$ cat src/rtl/pnp_pkg.sv
// ---------------------------------------------------------------------------
// Pick and place colour sequencer package
// Request and response structs and the field codes of the sequencer.
// ---------------------------------------------------------------------------
package pnp_pkg;

    localparam int CHAN_W = 16;

    localparam logic [CHAN_W-1:0] MIN_LEVEL_RESET = 16'd1000;

    // phase codes
    localparam logic [2:0] PHASE_WAIT      = 3'd0;
    localparam logic [2:0] PHASE_LOOKING   = 3'd1;
    localparam logic [2:0] PHASE_GRABBING  = 3'd2;
    localparam logic [2:0] PHASE_GRABBED   = 3'd3;
    localparam logic [2:0] PHASE_LIFTING   = 3'd4;
    localparam logic [2:0] PHASE_RELEASING = 3'd5;
    localparam logic [2:0] PHASE_RESETTING = 3'd6;

    // actuator command codes
    localparam logic [1:0] JAWS_NONE  = 2'd0;
    localparam logic [1:0] JAWS_CLOSE = 2'd1;
    localparam logic [1:0] JAWS_OPEN  = 2'd2;

    localparam logic [1:0] LIFT_NONE = 2'd0;
    localparam logic [1:0] LIFT_UP   = 2'd1;
    localparam logic [1:0] LIFT_DOWN = 2'd2;

    localparam logic [1:0] PIVOT_NONE       = 2'd0;
    localparam logic [1:0] PIVOT_CENTRE     = 2'd1;
    localparam logic [1:0] PIVOT_RED_SIDE   = 2'd2;
    localparam logic [1:0] PIVOT_GREEN_SIDE = 2'd3;

    // colour class codes
    localparam logic [2:0] CLASS_OTHER   = 3'd0;
    localparam logic [2:0] CLASS_RED     = 3'd1;
    localparam logic [2:0] CLASS_GREEN   = 3'd2;
    localparam logic [2:0] CLASS_BLUE    = 3'd3;
    localparam logic [2:0] CLASS_UNKNOWN = 3'd4;

    typedef struct packed {
        logic              run_request;
        logic [CHAN_W-1:0] red;
        logic [CHAN_W-1:0] green;
        logic [CHAN_W-1:0] blue;
        logic              jaws_closed;
        logic              jaws_open;
        logic              lifter_up;
        logic              lifter_down;
        logic              pivot_stopped;
    } pnp_req_t;

    typedef struct packed {
        logic [2:0] phase;
        logic [1:0] jaws_action;
        logic [1:0] lifter_action;
        logic [1:0] pivot_target;
        logic       jaws_step;
        logic       lifter_step;
        logic       pivot_step;
        logic [2:0] colour_class;
    } pnp_rsp_t;

endpackage

$ cat src/rtl/pnp_classify.sv
// ---------------------------------------------------------------------------
// Colour classifier
// Sorts one RGB sample into unknown, red, green, blue or other. A colour
// wins when it exceeds 1.5 times each other channel, tested as 2x > 3y.
// ---------------------------------------------------------------------------
module pnp_classify
    import pnp_pkg::*;
(
    input  logic [CHAN_W-1:0] min_level,
    input  logic [CHAN_W-1:0] red,
    input  logic [CHAN_W-1:0] green,
    input  logic [CHAN_W-1:0] blue,
    output logic [2:0]        colour_class
);

    logic [CHAN_W+1:0] red_x2;
    logic [CHAN_W+1:0] green_x2;
    logic [CHAN_W+1:0] blue_x2;
    logic [CHAN_W+1:0] red_x3;
    logic [CHAN_W+1:0] green_x3;
    logic [CHAN_W+1:0] blue_x3;
    logic              below_min;
    logic              red_wins;
    logic              green_wins;
    logic              blue_wins;

    // scaled channels, two bits of headroom
    assign red_x2   = {1'b0, red, 1'b0};
    assign green_x2 = {1'b0, green, 1'b0};
    assign blue_x2  = {1'b0, blue, 1'b0};
    assign red_x3   = red_x2 + {2'b00, red};
    assign green_x3 = green_x2 + {2'b00, green};
    assign blue_x3  = blue_x2 + {2'b00, blue};

    // dominance tests
    assign below_min  = (red < min_level) || (green < min_level) || (blue < min_level);
    assign red_wins   = (red_x2 > green_x3) && (red_x2 > blue_x3);
    assign green_wins = (green_x2 > red_x3) && (green_x2 > blue_x3);
    assign blue_wins  = (blue_x2 > red_x3) && (blue_x2 > green_x3);

    // priority: unknown, red, green, blue
    always_comb
    begin
        if (below_min)
        begin
            colour_class = CLASS_UNKNOWN;
        end
        else if (red_wins)
        begin
            colour_class = CLASS_RED;
        end
        else if (green_wins)
        begin
            colour_class = CLASS_GREEN;
        end
        else if (blue_wins)
        begin
            colour_class = CLASS_BLUE;
        end
        else
        begin
            colour_class = CLASS_OTHER;
        end
    end

endmodule

$ cat src/rtl/pick_and_place_colour_sequencer.sv
// A request is held in the input register, and its response is registered
// in the result register. Throughput: one request per cycle while out_ready
// is high; the input and result registers hold one request each, and the
// phase register updates as a request moves across. Reset: rst_n clears both
// stages to empty, the phase to wait and min_level to 1000.
// ---------------------------------------------------------------------------
// Pick and place colour sequencer
// Seven-phase grab, lift, release and reset sequence driven by a colour
// classification of each sample and the actuator status flags.
// ---------------------------------------------------------------------------
module pick_and_place_colour_sequencer
    import pnp_pkg::*;
(
    input  logic                clk,
    input  logic                rst_n,
    input  logic                cfg_we,
    input  logic [CHAN_W-1:0]   cfg_wdata,
    input  logic                in_valid,
    output logic                in_ready,
    input  pnp_req_t            in_req,
    output logic                out_valid,
    input  logic                out_ready,
    output pnp_rsp_t            out_rsp
);

    typedef enum logic [2:0] {
        ST_WAIT      = 3'd0,
        ST_LOOKING   = 3'd1,
        ST_GRABBING  = 3'd2,
        ST_GRABBED   = 3'd3,
        ST_LIFTING   = 3'd4,
        ST_RELEASING = 3'd5,
        ST_RESETTING = 3'd6
    } state_t;

    state_t            state_reg;
    state_t            state_next;
    state_t            state_cur;
    logic [CHAN_W-1:0] min_level_reg;
    logic              in_valid_reg;
    pnp_req_t          in_req_reg;
    logic              out_valid_reg;
    pnp_rsp_t          out_rsp_reg;
    pnp_rsp_t          rsp_next;
    logic [2:0]        colour_class;
    logic              advance;
    logic              is_red_or_green;

    // handshake
    assign advance   = in_valid_reg && (!out_valid_reg || out_ready);
    assign in_ready  = !in_valid_reg || !out_valid_reg || out_ready;
    assign out_valid = out_valid_reg;
    assign out_rsp   = out_rsp_reg;

    // colour of the held sample
    pnp_classify u_classify (
        .min_level    (min_level_reg),
        .red          (in_req_reg.red),
        .green        (in_req_reg.green),
        .blue         (in_req_reg.blue),
        .colour_class (colour_class)
    );

    assign is_red_or_green = (colour_class == CLASS_RED) || (colour_class == CLASS_GREEN);

    // next phase and commands for the held request
    always_comb
    begin
        state_cur              = state_reg;
        rsp_next               = '0;
        rsp_next.colour_class  = colour_class;

        // stop while active forces reset actions
        if (!in_req_reg.run_request && state_reg != ST_WAIT && state_reg != ST_RESETTING)
        begin
            rsp_next.lifter_action = LIFT_DOWN;
            rsp_next.pivot_target  = PIVOT_CENTRE;
            rsp_next.jaws_action   = JAWS_OPEN;
            state_cur              = ST_RESETTING;
        end

        state_next = state_cur;
        case (state_cur)
            ST_WAIT:
            begin
                if (in_req_reg.run_request)
                begin
                    state_next = ST_LOOKING;
                end
            end
            ST_LOOKING:
            begin
                if (is_red_or_green)
                begin
                    rsp_next.jaws_action = JAWS_CLOSE;
                    state_next           = ST_GRABBING;
                end
            end
            ST_GRABBING:
            begin
                if (in_req_reg.jaws_closed)
                begin
                    state_next = ST_GRABBED;
                end
                else
                begin
                    rsp_next.jaws_step = 1'b1;
                end
            end
            ST_GRABBED:
            begin
                if (is_red_or_green)
                begin
                    rsp_next.lifter_action = LIFT_UP;
                    rsp_next.pivot_target  = (colour_class == CLASS_RED) ?
                                             PIVOT_RED_SIDE : PIVOT_GREEN_SIDE;
                    state_next             = ST_LIFTING;
                end
            end
            ST_LIFTING:
            begin
                if (in_req_reg.lifter_up && in_req_reg.pivot_stopped)
                begin
                    rsp_next.jaws_action = JAWS_OPEN;
                    state_next           = ST_RELEASING;
                end
                else
                begin
                    rsp_next.lifter_step = 1'b1;
                    rsp_next.pivot_step  = 1'b1;
                end
            end
            ST_RELEASING:
            begin
                if (in_req_reg.jaws_open)
                begin
                    rsp_next.lifter_action = LIFT_DOWN;
                    rsp_next.pivot_target  = PIVOT_CENTRE;
                    state_next             = ST_RESETTING;
                end
                else
                begin
                    rsp_next.jaws_step = 1'b1;
                end
            end
            ST_RESETTING:
            begin
                if (in_req_reg.lifter_down && in_req_reg.pivot_stopped)
                begin
                    state_next = in_req_reg.run_request ? ST_LOOKING : ST_WAIT;
                end
                else
                begin
                    rsp_next.lifter_step = 1'b1;
                    rsp_next.pivot_step  = 1'b1;
                end
            end
            default:
            begin
                state_next = ST_WAIT;
            end
        endcase

        rsp_next.phase = state_next;
    end

    // state, stages and configuration
    always_ff @(posedge clk or negedge rst_n)
    begin
        if (!rst_n)
        begin
            state_reg     <= ST_WAIT;
            min_level_reg <= MIN_LEVEL_RESET;
            in_valid_reg  <= 1'b0;
            in_req_reg    <= '0;
            out_valid_reg <= 1'b0;
            out_rsp_reg   <= '0;
        end
        else
        begin
            if (cfg_we)
            begin
                min_level_reg <= cfg_wdata;
            end

            if (in_valid && in_ready)
            begin
                in_valid_reg <= 1'b1;
                in_req_reg   <= in_req;
            end
            else if (advance)
            begin
                in_valid_reg <= 1'b0;
            end

            if (advance)
            begin
                out_valid_reg <= 1'b1;
                out_rsp_reg   <= rsp_next;
                state_reg     <= state_next;
            end
            else if (out_ready)
            begin
                out_valid_reg <= 1'b0;
            end
        end
    end

endmodule

$ cat config.mk
export PLATFORM = sky130hd
export DESIGN_NAME = pick_and_place_colour_sequencer
export DESIGN_NICKNAME = d
export VERILOG_FILES = /design/src/rtl/pnp_pkg.sv /design/src/rtl/pnp_classify.sv /design/src/rtl/pick_and_place_colour_sequencer.sv
export SDC_FILE = /design/constraint.sdc
export NUM_CORES = 1
export LEC_CHECK = 0
export ABC_CLOCK_PERIOD_IN_PS = 4340
export BUFFER_PORTS_ARGS = -buffer_cell sky130_fd_sc_hd__clkbuf_2
export CAP_MARGIN = 15
export CORE_MARGIN = 1.5
export CORE_UTILIZATION = 25
export CTS_CLUSTER_SIZE = 30
export DETAILED_ROUTE_END_ITERATION = 12
export GPL_TIMING_DRIVEN = 1
export PLACE_DENSITY = 0.38
export SLEW_MARGIN = 15
export SYNTH_ARGS = -nofsm -noshare
export SYNTH_HDL_FRONTEND = slang
export SYNTH_SLANG_ARGS = --single-unit
$ cat constraint.sdc
create_clock -name clk -period 4.34 [get_ports clk]
set_input_delay 1.302 -clock clk [delete_from_list [all_inputs] [get_ports clk]]
set_output_delay 1.302 -clock clk [all_outputs]
set_load 0.05 [all_outputs]
# Yosys cells after proc, flatten, opt, wreduce, memory -nomap -nowiden
# Cells that the tools add are included.
# W data, S select, Z words.
[classes]
addsub = 3
n_lt_le_gt_ge = 9
eq_ne = 9
muxes = 32
reduce_logical = 22
[op_table]
columns = ["operator", "count"]
rows = [
  ["$gt A17 B18 Y1", 6],
  ["$add A17 B16 Y18", 3],
  ["$lt A16 B16 Y1", 3],
  ["$mux W3", 11],
  ["$pmux W3 S7", 1],
  ["$mux W2", 5],
  ["$eq A3 B2 Y1 const B", 3],
  ["$eq A3 B3 Y1 const B", 3],
  ["$logic_and A1 B1 Y1", 9],
  ["$mux W1", 8],
  ["$mux W4", 2],
  ["$pmux W2 S2", 2],
  ["$pmux W4 S2", 1],
  ["$eq A3 B1 Y1 const B", 2],
  ["$logic_or A1 B1 Y1", 6],
  ["$mux W6", 1],
  ["$reduce_bool A2 Y1", 2],
  ["$logic_not A1 Y1", 3],
  ["$logic_not A3 Y1", 1],
  ["$ne A3 B3 Y1 const B", 1],
  ["$reduce_bool A3 Y1", 1],
  ["$pmux W1 S2", 1],
]
[totals]
register_bits = 87
in_bits = 75

# Longest topological paths before layout
[depth]
word_depth = 11
depth_mapped = 20
mapped_depth_nobuf = 20

# By module
# A second synthesis with hierarchy kept.
[unflattened]
hier_cells = 924
area_unflattened_um2 = 8916.1
[modules_own_cells]
columns = ["mod", "n_inst", "cells_each", "area_per_inst_um2", "seq_area_each_um2"]
rows = [
  ["pnp_classify", 1, 678, 5425.2, 0.0],
  ["pick_and_place_colour_sequencer", 1, 246, 3490.8, 2134.5],
]

# Least setup slack after synthesis
# No wires, ideal clock.
[synth_timing]
path_type = "reg2reg"
start = "register in_req_reg[15] in the netlist's numbering"
end = "register out_rsp_reg (netlist bit out_rsp[13])"
setup_time_ns = 0.124
arrival_ns = 3.893
path_slack_ns = 0.323
path_stages_with_launch = 21
n_path_buf = 0
path_cell_list = "dfrtp_1 ha_1 and3_2 a221o_1 a21o_2 a21oi_1 nor2_1 o21ai_0 nand2b_1 a21oi_1 o21bai_1 xnor2_1 ha_1 and4_1 nand3_1 nor3_1 a31oi_1 nand4_1 a31o_2 a21o_2 a211o_1"
[synth_between]
elab_chain_cells = 10
[synth_rtl]
columns = ["element", "line", "source"]
rows = [
  ["from (decl)", "pick_and_place_colour_sequencer.sv:41", "pnp_req_t in_req_reg;"],
  ["from (signal assigned)", "pick_and_place_colour_sequencer.sv:189", "in_req_reg <= in_req;"],
  ["$add A17 B16 Y18 / $gt A17 B18 Y1 (equally long branches)", "pnp_classify.sv:33, pnp_classify.sv:39", ""],
  ["$gt A17 B18 Y1 / $logic_and A1 B1 Y1 (equally long branches)", "pnp_classify.sv:38, pnp_classify.sv:39", ""],
  ["$logic_and A1 B1 Y1 / $mux W2 (equally long branches)", "pnp_classify.sv:38, pnp_classify.sv:56", ""],
  ["$mux W3", "pnp_classify.sv:52", "else if (green_wins)"],
  ["$mux W3", "pnp_classify.sv:48", "else if (red_wins)"],
  ["$mux W3 (*)", "pnp_classify.sv:44", "if (below_min)"],
  ["$eq A3 B1 Y1 / $eq A3 B2 Y1 (equally long branches)", "pick_and_place_colour_sequencer.sv:64", "assign is_red_or_green = (colour_class == CLASS_RED) || (colour_class == CLASS_GREEN);"],
  ["$logic_or A1 B1 Y1 (*)", "pick_and_place_colour_sequencer.sv:64", ""],
  ["$mux W3, on equally long branches", "pick_and_place_colour_sequencer.sv:112, pick_and_place_colour_sequencer.sv:93", ""],
  ["$pmux W3 S7 (*)", "pick_and_place_colour_sequencer.sv:83", "case (state_cur)"],
  ["to (signal assigned)", "pick_and_place_colour_sequencer.sv:199", "out_rsp_reg <= rsp_next;"],
  ["to (decl)", "pick_and_place_colour_sequencer.sv:43", "pnp_rsp_t out_rsp_reg;"],
]
# Mark *: on every way between the ends. The rest lies on a longest branch, timed or not.
# A chain may end at the register's enable or synchronous reset.

# Final worst setup path
[layout_timing]
start = "register in_req_reg[45] in the netlist's numbering"
end = "register out_rsp_reg (netlist bit out_rsp[13])"
[layout_between]
elab_chain_cells = 11
[layout_rtl]
columns = ["element", "line", "source"]
rows = [
  ["$add A17 B16 Y18", "pnp_classify.sv:31", "assign red_x3 = red_x2 + {2'b00, red};"],
  ["$gt A17 B18 Y1", "pnp_classify.sv:39", "assign blue_wins = (blue_x2 > red_x3) && (blue_x2 > green_x3);"],
  ["$logic_and A1 B1 Y1", "pnp_classify.sv:39", ""],
  ["$mux W2", "pnp_classify.sv:56", "else if (blue_wins)"],
  ["$mux W3", "pnp_classify.sv:52", ""],
  ["$mux W3", "pnp_classify.sv:48", ""],
  ["$mux W3 (*)", "pnp_classify.sv:44", ""],
  ["$eq A3 B1 Y1 / $eq A3 B2 Y1 (equally long branches)", "pick_and_place_colour_sequencer.sv:64", ""],
  ["$logic_or A1 B1 Y1 (*)", "pick_and_place_colour_sequencer.sv:64", ""],
  ["$mux W3, on equally long branches", "pick_and_place_colour_sequencer.sv:112, pick_and_place_colour_sequencer.sv:93", ""],
  ["$pmux W3 S7 (*)", "pick_and_place_colour_sequencer.sv:83", ""],
]
# Marks and branches as above.

==> flow_summary.json <==
{
  "synth-seq-cells": 85,
  "cts_max_path_buffers": 2,
  "period_needed_ps": 4167,
  "highest_layer": "met4",
  "p_leak_nw": 5.057,
  "synth_top_family_by_area": "adder cells",
  "grt_start_max_net_pins": 86,
  "synthSimpleGateAreaFrac_pct": 11.71,
  "dr.pass1.iters": 4,
  "first_global_vias": 7679,
  "die_area_um2": 35860,
  "yosysSeqAreaShare_pct": 24.58,
  "netlist_top_cells_area": "ha_1, dfrtp_1, mux2_2",
  "placed_cells": 1511,
  "rows": 68,
  "startpoint_type": "flip-flop",
  "cts_root_buf": "clkbuf_16",
  "ys.warnings.count": 0,
  "rr_startpoint": "in_req_reg[45]",
  "grt-ovfl-total": 0,
  "via_count": 7509,
  "worst-setup-path-type": "flip-flop to flip-flop",
  "ys.flop_type": "dfrtp_1",
  "slew_viol_final": 0,
  "syn-cell-area_um2": 8685,
  "postRouteAntennaNets": 0,
  "ir_drop_v": 0.0002290,
  "seq_power_share_pct": 20.2,
  "h-tree-depth": 3,
  "status": "finished clean",
  "worst_pin_slew_ps": 686.2,
  "synth.avg_cell_area_um2": 9.471,
  "grt_use_total_pct": 15.68,
  "insertion_delay_ps": 370,
  "dr_wl_met3_um": 662,
  "setup_violations": 0,
  "p_int_mw": 3.018,
  "drive_gt1_share_pct": 30.04,
  "powerDensity_nw_per_um2": 511.5,
  "hold_viol": 0,
  "p_sw_mw": 2.554,
  "yosysTopAreaCell": "ha_1",
  "antennaDiodeCount": 0,
  "synth_edf_count": 0,
  "drcViolationCount": 0,
  "crit_path_max_incr_delay_ps": 410,
  "die_height_um": 189.4,
  "fmax_mhz": 240.0,
  "hold_class": "flip-flop to flip-flop",
  "totalWireLength_um": 27540,
  "numCtsBuffers": 9,
  "drt_iter0_drc": 288,
  "clock-sinks": 85,
  "path_clk_slew_ps": 70,
  "stdcell_count": 1537,
  "critPathArrivalTime_ps": 4420,
  "slew_headroom_pct": 53.07,
  "synthMuxAreaShare_pct": 7.593,
  "min-delay-start": "out_rsp[5]",
  "drv_cap": 0,
  "power_mw": 5.572,
  "cts_tree": "built",
  "final.setup.tns_ps": 0,
  "synth_cells": 917,
  "wl_met1_um": 14410,
  "port_buffers": 91,
  "antenna_found_initial": 0,
  "path_cells": "ha_1 -> a21o_1 -> a2111oi_4 -> o221ai_4 -> a31oi_4 -> o21bai_2 -> a21oi_2 -> o21bai_2 -> xnor2_2 -> ha_1 -> and4_4 -> nand3_1 -> mux2i_2 -> o311ai_4 -> a31o_1 -> a21o_2 -> a211o_1",
  "switching_share_pct": 45.84,
  "fin_worst_skew_ps": 8.219,
  "synth_xor_area_share_pct": 5.532,
  "io_pins": 92,
  "wl_per_cell_um": 17.92,
  "clkPwrFrac_pct": 14.6,
  "fin_nets": 1327,
  "yosysUniqueCellTypes": 74,
  "synth_compound_area_share_pct": 21.12,
  "fp.dieW_um": 189.4,
  "synthArstFlopShare_pct": 100.0,
  "synthAdderAreaFrac_pct": 26.18,
  "synth_top_area_share_pct": 24.78,
  "crit_buf_inv": 0,
  "area_delta_synth_final_pct": 25.44,
  "routabilityCongestion": 0.7876,
  "cp-end-kind": "flip-flop",
  "dp_hpwl_um": 22540,
  "cpMaxStageDelayCell": "dfrtp_1",
  "combinationalPowerShare_pct": 65.3,
  "wl_met2_um": 12190,
  "critPathLaunch": "in_req_reg[45]",
  "grt_pass1_wl_um": 42780,
  "synth_fp_nets": 1167,
  "required_ps": 4590,
  "crit_family": "compound AO/OA/AOI/OAI gates",
  "cp_max_fo": 4,
  "min_period_over_period_pct": 96.01,
  "core_area_um2": 34370,
  "largest_register_ffs": 54,
  "start_util_pct": 25.27,
  "viasPerCell": 4.885
}
==> cell usage in the layout, fill, tap and decap left out, types with 5 or more instances in the layout <==
| cell type | count |
|---|---|
| a31oi_1 | 9 |
| buf_4 | 79 |
| dfrtp_1 | 71 |
| nand2b_1 | 13 |
| dfrtp_2 | 8 |
| mux2_2 | 55 |
| dfstp_2 | 6 |
| nand2_1 | 47 |
| o21a_1 | 8 |
| xor2_1 | 21 |
| ha_4 | 10 |
| a21oi_2 | 14 |
| nor2_1 | 41 |
| and3_1 | 8 |
| nand4_1 | 19 |
| clkbuf_2 | 90 |
| inv_1 | 44 |
| xnor2_1 | 29 |
| a21o_1 | 37 |
| a21oi_1 | 63 |
| o31ai_1 | 5 |
| o21ai_0 | 45 |
| nor3_1 | 6 |
| nor2b_1 | 10 |
| o2111ai_1 | 5 |
| o21bai_1 | 12 |
| ha_1 | 160 |
| nand3_1 | 19 |
| maj3_1 | 5 |
| nor4_1 | 5 |
| clkbuf_16 | 9 |
| o211ai_1 | 9 |
| a211oi_1 | 6 |
==> layout make-up <==
type	count	area (µm²)
Multi-Input combinational cell	765	6628
Inverter	44	165.2
Fill cell	3664	23480
Sequential cell	85	2145
Clock buffer	11	242.7
Timing Repair Buffer	172	1095
Clock inverter	5	50.05
Tap cell	455	569.3
==> power by group through the flow <==
stage               sequential (mW)  clock (mW)  combinational [mW]
floorplan                      1.19           0                2.30
global placement               1.13           0                3.40
detailed placement             1.13           0                3.41
CTS                            1.11       0.859                3.43
global route                   1.15       0.894                4.10
finish                         1.12       0.812                3.64
==> worst register-to-register path: stages (launching register included) <==
cell and delay [ps]:
dfrtp_1 410, ha_1 300, a21o_1 210, a2111oi_4 360, o221ai_4 200, a31oi_4 230, o21bai_2 120, a21oi_2 150
o21bai_2 100, xnor2_2 150, ha_1 320, and4_4 240, nand3_1 90, mux2i_2 230, o311ai_4 160, a31o_1 270
a21o_2 260, a211o_1 250
==> cell families (layout without fill, tap and decap cells) <==
group,count (synthesis),count (layout)
buffers and inverters,67,232
DFF,85,85
AOI/OAI and AO/OA,275,275
xor gates and xnor gates,53,53
muxes,59,59
and+or+nand+nor,197,197
adders and majority gates,181,181
==> synthesized netlist by cell type (all sizes together) (8+ instances only) <==
library cell and n:
nor2 41, xnor2 30, a21oi 77, a31oi 10, nor3 9, nand2 48
mux2 55, nand4 19, nand3 21, dfrtp 79, o21a 8, a21o 39
inv 44, o21ai 51, ha 172, clkbuf 17, nor2b 10, a211oi 8
o21bai 14, o211ai 9, nand2b 13, and3 9, xor2 22
==> path summary, 6_finish.rpt <==
kind / end / slack, ps / depth (start not counted)
max: out_rsp[13] / 170 / 17
min: out_rsp[5] / 480 / 2
max reg2reg: out_rsp[13] / 170 / 17
min reg2reg: out_rsp[5] / 480 / 2
max in group asynchronous: in_req_reg[42] / 2960 / 2
min in group asynchronous: in_valid_reg / 950 / 2
==> stage by stage <==
| stage | utilization [%] | worst slack (ps) | instance area [µm²] | hold slack, ps |
|---|---|---|---|---|
| after global placement | 29.54 | -211.1 | 10150 | 465.6 |
| after detailed placement | 29.54 | -250.9 | 10150 | 465.8 |
| after floorplan | - | 322.9 | 8685 | 470.8 |
| final | 31.69 | 173.3 | 10890 | 483.2 |
| after global routing | 31.69 | -40.14 | 10890 | 524.9 |
| after CTS | 30.41 | 4.791 | 10450 | 488.9 |
==> per-layer routing <==
metal,track usage [%],vias to the layer above
met5,0,-
met4,2.839,0
met3,2.484,15
met2,24.96,87
met1,22.37,3623
li1,-,3784
==> repair_timing <==
item | CTS | global route
resized for setup | 4 | 70
hold endpoints to repair | 0 | 0
setup endpoints to repair | 8 | 8
pin swaps | 1 | 40
setup buffers | 0 | 10
hold buffers | 0 | 0
No activity file was read; power rests on OpenSTA's default activity.
